<file path="config.mk">
export PLATFORM = sky130hd
export DESIGN_NAME = cwq_ctrl
export DESIGN_NICKNAME = d
export VERILOG_FILES = /design/src/design/cwq_pkg.sv /design/src/design/cwq_ctrl.sv
export SDC_FILE = /design/constraint.sdc
export NUM_CORES = 1
export LEC_CHECK = 0
export ABC_AREA = 1
export BUFFER_PORTS_ARGS = -buffer_cell sky130_fd_sc_hd__clkbuf_2
export CORE_MARGIN = 2
export CORE_UTILIZATION = 45
export CTS_BUF_LIST = sky130_fd_sc_hd__clkbuf_8
export CTS_CLUSTER_SIZE = 40
export DETAILED_ROUTE_END_ITERATION = 10
export PLACE_DENSITY = 0.72
export SETUP_SLACK_MARGIN = 0.1
export SYNTH_ARGS = -nofsm -noshare
export SYNTH_HDL_FRONTEND = slang
export SYNTH_SLANG_ARGS = --single-unit
</file>
<file path="constraint.sdc">
create_clock -name clk -period 10.5 [get_ports clk]
set_clock_uncertainty 0.15 [all_clocks]
set_input_delay 1.05 -clock clk [delete_from_list [all_inputs] [get_ports clk]]
set_output_delay 1.05 -clock clk [all_outputs]
set_load 0.03 [all_outputs]
</file>
<file path="src/design/cwq_pkg.sv">
// ----------------------------------------------------------------------------
// cwq_pkg
// Shared types and constants for the per-CPU work queue dispatcher.
// ----------------------------------------------------------------------------
package cwq_pkg;

  localparam int NUM_CPUS    = 8;
  localparam int QUEUE_SLOTS = 16;
  localparam int CPU_W       = $clog2(NUM_CPUS);
  localparam int SLOT_W      = $clog2(QUEUE_SLOTS);
  localparam int ADDR_W      = CPU_W + SLOT_W;
  localparam int DEPTH       = NUM_CPUS * QUEUE_SLOTS;
  localparam int DATA_W      = 64;
  localparam int TGT_W       = 6;
  localparam int CFG_CPUS_W  = 4;
  localparam int CFG_MASK_W  = 8;
  localparam int CFG_IDX_W   = 1;
  localparam int STAT_W      = 3;

  typedef enum logic [1:0] {
    S_IDLE,
    S_SCAN,
    S_EXEC,
    S_DRAIN
  } state_t;

  localparam logic [1:0] KIND_PUT   = 2'd0;
  localparam logic [1:0] KIND_ANY   = 2'd1;
  localparam logic [1:0] KIND_DRAIN = 2'd2;
  localparam logic [1:0] KIND_QUERY = 2'd3;

  localparam logic [STAT_W-1:0] STAT_OK      = 3'd0;
  localparam logic [STAT_W-1:0] STAT_INVALID = 3'd1;
  localparam logic [STAT_W-1:0] STAT_FULL    = 3'd2;
  localparam logic [STAT_W-1:0] STAT_EMPTY   = 3'd3;
  localparam logic [STAT_W-1:0] STAT_NOCPU   = 3'd4;

  localparam logic [CFG_IDX_W-1:0] CFG_CPUS   = 1'b0;
  localparam logic [CFG_IDX_W-1:0] CFG_ONLINE = 1'b1;

  typedef struct packed {
    logic              we;
    logic [ADDR_W-1:0] waddr;
    logic [DATA_W-1:0] whandler;
    logic [DATA_W-1:0] wargument;
    logic              re;
    logic [ADDR_W-1:0] raddr;
  } ram_req_t;

endpackage

</file>
<file path="src/design/cwq_ctrl.sv">
// ----------------------------------------------------------------------------
// cwq_ctrl
// Sequencer: config registers, queue pointers, least-loaded scan through one
// shared count/compare unit, submit, query and drain control, result register.
// ----------------------------------------------------------------------------
module cwq_ctrl (
  input  logic                            clk,
  input  logic                            rst_n,
  input  logic                            cfg_we,
  input  logic [cwq_pkg::CFG_IDX_W-1:0]   cfg_index,
  input  logic [cwq_pkg::CFG_MASK_W-1:0]  cfg_wdata,
  input  logic                            start,
  input  logic [1:0]                      kind,
  input  logic [cwq_pkg::TGT_W-1:0]       target_cpu,
  input  logic [cwq_pkg::DATA_W-1:0]      handler,
  input  logic [cwq_pkg::DATA_W-1:0]      argument,
  output logic                            busy,
  output cwq_pkg::ram_req_t               ram_req,
  output logic                            res_valid,
  output logic [cwq_pkg::STAT_W-1:0]      res_status,
  output logic [cwq_pkg::CPU_W-1:0]       res_cpu,
  output logic [cwq_pkg::SLOT_W-1:0]      res_pending,
  output logic                            res_last,
  output logic                            res_item
);

  cwq_pkg::state_t state_r, state_nxt;

  logic [cwq_pkg::CFG_CPUS_W-1:0] cpus_present_r, cpus_present_nxt;
  logic [cwq_pkg::CFG_MASK_W-1:0] online_mask_r, online_mask_nxt;

  logic [1:0]                  kind_r, kind_nxt;
  logic                        inv_r, inv_nxt;
  logic [cwq_pkg::DATA_W-1:0]  hnd_r, hnd_nxt;
  logic [cwq_pkg::DATA_W-1:0]  arg_r, arg_nxt;
  logic [cwq_pkg::CPU_W-1:0]   cpu_r, cpu_nxt;
  logic [cwq_pkg::CPU_W-1:0]   idx_r, idx_nxt;
  logic                        found_r, found_nxt;
  logic [cwq_pkg::SLOT_W-1:0]  bestn_r, bestn_nxt;

  logic [cwq_pkg::SLOT_W-1:0] rp_r  [cwq_pkg::NUM_CPUS];
  logic [cwq_pkg::SLOT_W-1:0] rp_nxt [cwq_pkg::NUM_CPUS];
  logic [cwq_pkg::SLOT_W-1:0] wp_r  [cwq_pkg::NUM_CPUS];
  logic [cwq_pkg::SLOT_W-1:0] wp_nxt [cwq_pkg::NUM_CPUS];

  logic                        valid_r, valid_nxt;
  logic [cwq_pkg::STAT_W-1:0]  status_r, status_nxt;
  logic [cwq_pkg::CPU_W-1:0]   ocpu_r, ocpu_nxt;
  logic [cwq_pkg::SLOT_W-1:0]  pend_r, pend_nxt;
  logic                        last_r, last_nxt;
  logic                        item_r, item_nxt;

  // shared unit: pointers of the selected queue, its count and compare
  logic [cwq_pkg::CPU_W-1:0]      sel;
  logic [cwq_pkg::SLOT_W-1:0]     sel_rp, sel_wp, sel_cnt, rp_inc, wp_inc, drain_left;
  logic [cwq_pkg::CFG_CPUS_W-1:0] eff;
  logic                           scan_end, part, take;

  always_comb begin
    sel        = (state_r == cwq_pkg::S_SCAN) ? idx_r : cpu_r;
    sel_rp     = rp_r[sel];
    sel_wp     = wp_r[sel];
    sel_cnt    = sel_wp - sel_rp;
    rp_inc     = sel_rp + cwq_pkg::SLOT_W'(1);
    wp_inc     = sel_wp + cwq_pkg::SLOT_W'(1);
    drain_left = sel_wp - rp_inc;
    eff        = (cpus_present_r > cwq_pkg::CFG_CPUS_W'(cwq_pkg::NUM_CPUS)) ?
                 cwq_pkg::CFG_CPUS_W'(cwq_pkg::NUM_CPUS) : cpus_present_r;
    scan_end   = (idx_r == cwq_pkg::CPU_W'(cwq_pkg::NUM_CPUS - 1));
    part       = (cwq_pkg::CFG_CPUS_W'(idx_r) < eff) && online_mask_r[idx_r];
    take       = part && (!found_r || (sel_cnt < bestn_r));
  end

  assign busy = (state_r != cwq_pkg::S_IDLE);

  // next state
  always_comb begin
    state_nxt = state_r;
    case (state_r)
      cwq_pkg::S_IDLE: begin
        if (start) begin
          state_nxt = (kind == cwq_pkg::KIND_ANY) ? cwq_pkg::S_SCAN : cwq_pkg::S_EXEC;
        end
      end
      cwq_pkg::S_SCAN: begin
        if (scan_end) begin
          state_nxt = (found_r || take) ? cwq_pkg::S_EXEC : cwq_pkg::S_IDLE;
        end
      end
      cwq_pkg::S_EXEC: begin
        if (kind_r == cwq_pkg::KIND_DRAIN && !inv_r && sel_cnt != '0) begin
          state_nxt = cwq_pkg::S_DRAIN;
        end else begin
          state_nxt = cwq_pkg::S_IDLE;
        end
      end
      cwq_pkg::S_DRAIN: begin
        if (rp_inc == sel_wp) begin
          state_nxt = cwq_pkg::S_IDLE;
        end
      end
      default: state_nxt = cwq_pkg::S_IDLE;
    endcase
  end

  // datapath and outputs
  always_comb begin
    cpus_present_nxt = cpus_present_r;
    online_mask_nxt  = online_mask_r;
    kind_nxt   = kind_r;
    inv_nxt    = inv_r;
    hnd_nxt    = hnd_r;
    arg_nxt    = arg_r;
    cpu_nxt    = cpu_r;
    idx_nxt    = idx_r;
    found_nxt  = found_r;
    bestn_nxt  = bestn_r;
    rp_nxt     = rp_r;
    wp_nxt     = wp_r;
    valid_nxt  = 1'b0;
    status_nxt = status_r;
    ocpu_nxt   = ocpu_r;
    pend_nxt   = pend_r;
    last_nxt   = last_r;
    item_nxt   = item_r;

    ram_req           = '0;
    ram_req.waddr     = {cpu_r, sel_wp};
    ram_req.whandler  = hnd_r;
    ram_req.wargument = arg_r;
    ram_req.raddr     = {cpu_r, sel_rp};

    if (cfg_we) begin
      case (cfg_index)
        cwq_pkg::CFG_CPUS:   cpus_present_nxt = cfg_wdata[cwq_pkg::CFG_CPUS_W-1:0];
        cwq_pkg::CFG_ONLINE: online_mask_nxt  = cfg_wdata;
        default: ;
      endcase
    end

    case (state_r)
      cwq_pkg::S_IDLE: begin
        if (start) begin
          kind_nxt  = kind;
          hnd_nxt   = handler;
          arg_nxt   = argument;
          cpu_nxt   = target_cpu[cwq_pkg::CPU_W-1:0];
          idx_nxt   = '0;
          found_nxt = 1'b0;
          bestn_nxt = '0;
          case (kind)
            cwq_pkg::KIND_PUT: inv_nxt = (target_cpu >= cwq_pkg::TGT_W'(eff));
            cwq_pkg::KIND_ANY: begin
              inv_nxt = 1'b0;
              cpu_nxt = '0;
            end
            default: inv_nxt = ((target_cpu >> cwq_pkg::CPU_W) != '0);
          endcase
        end
      end
      cwq_pkg::S_SCAN: begin
        idx_nxt = idx_r + cwq_pkg::CPU_W'(1);
        if (take) begin
          cpu_nxt   = idx_r;
          bestn_nxt = sel_cnt;
          found_nxt = 1'b1;
        end
        if (scan_end && !(found_r || take)) begin
          valid_nxt  = 1'b1;
          status_nxt = cwq_pkg::STAT_NOCPU;
          ocpu_nxt   = '0;
          pend_nxt   = '0;
          last_nxt   = 1'b1;
          item_nxt   = 1'b0;
        end
      end
      cwq_pkg::S_EXEC: begin
        last_nxt = 1'b1;
        item_nxt = 1'b0;
        ocpu_nxt = cpu_r;
        pend_nxt = sel_cnt;
        case (kind_r)
          cwq_pkg::KIND_PUT, cwq_pkg::KIND_ANY: begin
            valid_nxt = 1'b1;
            if (inv_r) begin
              status_nxt = cwq_pkg::STAT_INVALID;
              ocpu_nxt   = '0;
              pend_nxt   = '0;
            end else if (hnd_r == '0) begin
              status_nxt = cwq_pkg::STAT_INVALID;
            end else if (wp_inc == sel_rp) begin
              status_nxt = cwq_pkg::STAT_FULL;
            end else begin
              ram_req.we  = 1'b1;
              wp_nxt[cpu_r] = wp_inc;
              status_nxt  = cwq_pkg::STAT_OK;
              pend_nxt    = sel_cnt + cwq_pkg::SLOT_W'(1);
            end
          end
          cwq_pkg::KIND_DRAIN: begin
            if (inv_r) begin
              valid_nxt  = 1'b1;
              status_nxt = cwq_pkg::STAT_INVALID;
              ocpu_nxt   = '0;
              pend_nxt   = '0;
            end else if (sel_cnt == '0) begin
              valid_nxt  = 1'b1;
              status_nxt = cwq_pkg::STAT_EMPTY;
            end
          end
          cwq_pkg::KIND_QUERY: begin
            valid_nxt = 1'b1;
            if (inv_r) begin
              status_nxt = cwq_pkg::STAT_INVALID;
              ocpu_nxt   = '0;
              pend_nxt   = '0;
            end else begin
              status_nxt = cwq_pkg::STAT_OK;
            end
          end
          default: ;
        endcase
      end
      cwq_pkg::S_DRAIN: begin
        // item data shows up from the store together with this result
        ram_req.re    = 1'b1;
        rp_nxt[cpu_r] = rp_inc;
        valid_nxt     = 1'b1;
        status_nxt    = cwq_pkg::STAT_OK;
        ocpu_nxt      = cpu_r;
        pend_nxt      = drain_left;
        last_nxt      = (drain_left == '0);
        item_nxt      = 1'b1;
      end
      default: ;
    endcase
  end

  always_ff @(posedge clk) begin
    if (!rst_n) begin
      state_r        <= cwq_pkg::S_IDLE;
      cpus_present_r <= cwq_pkg::CFG_CPUS_W'(1);
      online_mask_r  <= cwq_pkg::CFG_MASK_W'(1);
      valid_r        <= 1'b0;
      for (int i = 0; i < cwq_pkg::NUM_CPUS; i++) begin
        rp_r[i] <= '0;
        wp_r[i] <= '0;
      end
    end else begin
      state_r        <= state_nxt;
      cpus_present_r <= cpus_present_nxt;
      online_mask_r  <= online_mask_nxt;
      valid_r        <= valid_nxt;
      rp_r           <= rp_nxt;
      wp_r           <= wp_nxt;
    end
  end

  always_ff @(posedge clk) begin
    kind_r   <= kind_nxt;
    inv_r    <= inv_nxt;
    hnd_r    <= hnd_nxt;
    arg_r    <= arg_nxt;
    cpu_r    <= cpu_nxt;
    idx_r    <= idx_nxt;
    found_r  <= found_nxt;
    bestn_r  <= bestn_nxt;
    status_r <= status_nxt;
    ocpu_r   <= ocpu_nxt;
    pend_r   <= pend_nxt;
    last_r   <= last_nxt;
    item_r   <= item_nxt;
  end

  assign res_valid   = valid_r;
  assign res_status  = status_r;
  assign res_cpu     = ocpu_r;
  assign res_pending = pend_r;
  assign res_last    = last_r;
  assign res_item    = item_r;

endmodule

</file>
==> qor.yml <==
worst_setup_path:
  slowest_stage: "edfxtp_1"
  cpPeakStageDelay_ns: 0.49
  critPathTopFamily: "simple AND/OR/NAND/NOR gates"
  r2r_start: "idx_r[0]"
  critPathKind: "flip-flop to output port"
  arrival_ns: 4.50
  worstPathRequired_ns: 9.30
  reg2reg_depth: 20
  crit_fanout: 33
  crit_chain: "inv_1 > nand3_4 > nand2_4 > inv_2 > nand2_1 > nand3_1 > nand3_1 > nand2_1 > ha_1 > clkinv_1 > nand3_1 > nand3_1 > nor2_2 > nand2_4 > nand3_4 > nor2_8 > clkbuf_2"
  worst-path-stages: 17
  critPathCaptureType: "output port"
  cp.buffers_inverters: 4
  crit_top_cell: "nand3_1"
  critPathLaunch: "idx_r[0]"
  critPathLaunchType: "flip-flop"
clock_tree:
  post_cts_resize_count: 0
  postCtsHoldBufs: 0
  cts_max_level: 2
  clk_latency_ns: 0.54
  cts_tree: "done"
  numCtsBuffers: 40
  post-cts-setup-buffers: 0
  clockBufferDepth: 3
  cts_root_buf: "clkbuf_8"
  cts_sinks: 233
  clk_pin_slew_ns: 0.06
route:
  dr_total_vias: 8301
  detail-route-antenna-nets: 0
  routed_via_density: 5.05
  wirelength_mm: 28.5
  drt_iter0_drc: 765
  wl_per_cell_um: 17.3
  route.detailed.drc: 0
  dr.pass1.iters: 6
floorplan:
  die_h_um: 152
  start_util_pct: 45.6
  coreArea_um2: 21700
  die_width_um: 152
  pin_count: 307
  die_area_um2: 23200
  rows: 54
pwr:
  p_leak_nw: 5.62
  power_mw: 2.98
  power_density_nw_per_um2: 239
  ir_drop_v: 0.000141
yosys:
  synth-async-reset-ratio_pct: 0
  synth_top_area_cell: "edfxtp_1"
  ys_ff_latch: 233
  syn_nets: 1174
  synth_edf_count: 154
  syn_avg_cell_area_um2: 9.83
  netlist_instances: 1007
  seq_area_frac_synth_pct: 62.7
  netlist_area_um2: 9900
  ys_top_cells_by_area: "edfxtp_1 47%, dfxtp_1 16%, nand2_1 7.3%, nor2_1 5.9%, nand3_1 5.6%"
  synth_ff_type: "edfxtp_1"
  synth_top_area_share_pct: 46.7
  yosysUniqueCellTypes: 38
  yosysWarnings: 0
finish:
  final_common_cell: "clkbuf_2"
  utilization_pct: 57.5
  nFillCells: 1903
  fin_nets: 1498
  insertedDiodeCount: 0
  final_cells: 1643
  area_delta_synth_final_pct: 26.0
  layout_common_cells: "306 x clkbuf_2, 193 x nand2_1, 155 x nor2_1"
  drive_gt1_share_pct: 28.6
sta:
  tns_ns: 0
  period_needed_ns: 5.70
  setup_ws_ns: 4.80
  relSlewSlack_pct: 21.0
  setup_violations: 0
  drv_slew: 0
  max_freq_ghz: 0.176
  worst_pin_slew_ns: 1.18
  min_period_over_period_pct: 54.3
  hold_violations: 0
  rsz0062_at_grt: "false"
hold_path:
  worst_hold_startpoint: "online_mask_r[7]"
  hold_path_depth: 2
  hp-class: "flip-flop to flip-flop"
global_routing:
  grt_pass1_vias: 7847
  grt_max_degree: 84
  grt_use_total_pct: 23.9
  grt_pass1_wl_mm: 43.4
  antenna_found_initial: 0
  gr-total-overflow: 0
status:
  status: "finished, final reports clean"
place:
  gp_congestion: 0.961
  placedCellCount: 1569
  hpwl_mm: 21.9
  io_buffers: 306
  dp_slack_ns: 5.43
flow_run:
  drv_cap: 0
[worst min-delay path: stages, from the launching register on]
cell,delay [ns]
dfxtp_1,0.32
nor2_1,0.05
nor2_1,0.08
[sequential cells by signal (all words and copies together), names as in the netlist, 3 cells and up]
signal and flops:
arg_r 64, hnd_r 64, rp_r 32, wp_r 32, online_mask_r 8, bestn_r 4
cpus_present_r 4, res_pending 4, cpu_r 3, idx_r 3, res_cpu 3, res_status 3
[path summary, 6_finish.rpt]
| kind | end | slack, ns |
|---|---|---|
| setup / recovery | ram_req[143] | 4.80 |
| setup reg to reg | found_r | 5.86 |
| hold reg to reg | online_mask_r[7] | 0.33 |
| hold / removal | online_mask_r[7] | 0.33 |
[cells in the mapped netlist, drive strengths merged (10+ instances only)]
library cell	count
ha	18
dfxtp	79
edfxtp	154
nand2	201
nor3	10
o21ai	61
nand3	114
buf	19
a21oi	28
nor4	17
nor2	159
inv	101
[area by class of cell]
type | count | area (um^2) | share of cell area [%]
clock buffer | 46 | 633 | 5.07
clock inverter | 28 | 213 | 1.70
inverter | 105 | 394 | 3.16
multi-input combinational | 641 | 3120 | 25.0
sequential | 233 | 6210 | 49.7
tap | 280 | 350 | 2.81
timing repair buffer | 310 | 1560 | 12.5
[routing by layer]
layer	part of all wire [%]	up-vias	track usage [%]
met1	42	3830	32.1
met3	9.5	36	6.80
met4	2.0	0	7.08
met2	46	374	37.9
met5	0	-	0
li1	-	4061	-
[kinds of logic after synthesis]
kind of cell,share of synthesized area [%]
simple gates,23.3
flops,62.7
buf+inv,5.88
compound gates,5.62
fa+ha+maj,2.28
xor+xnor,0.265
[metrics by stage]
| step | hold slack [ns] | cell area [um^2] |
|---|---|---|
| floorplan | 0.293 | 9900 |
| global placement | 0.312 | 11600 |
| detailed placement | 0.322 | 11600 |
| CTS | 0.340 | 12500 |
| global route | 0.352 | 12500 |
| finish | 0.333 | 12500 |
[power by group]
part / internal, mW / switching, mW
Combinational: 0.259 / 0.726
Clock: 0.480 / 0.368
Sequential: 1.10 / 0.0499
(Power assumes the default switching activity.)
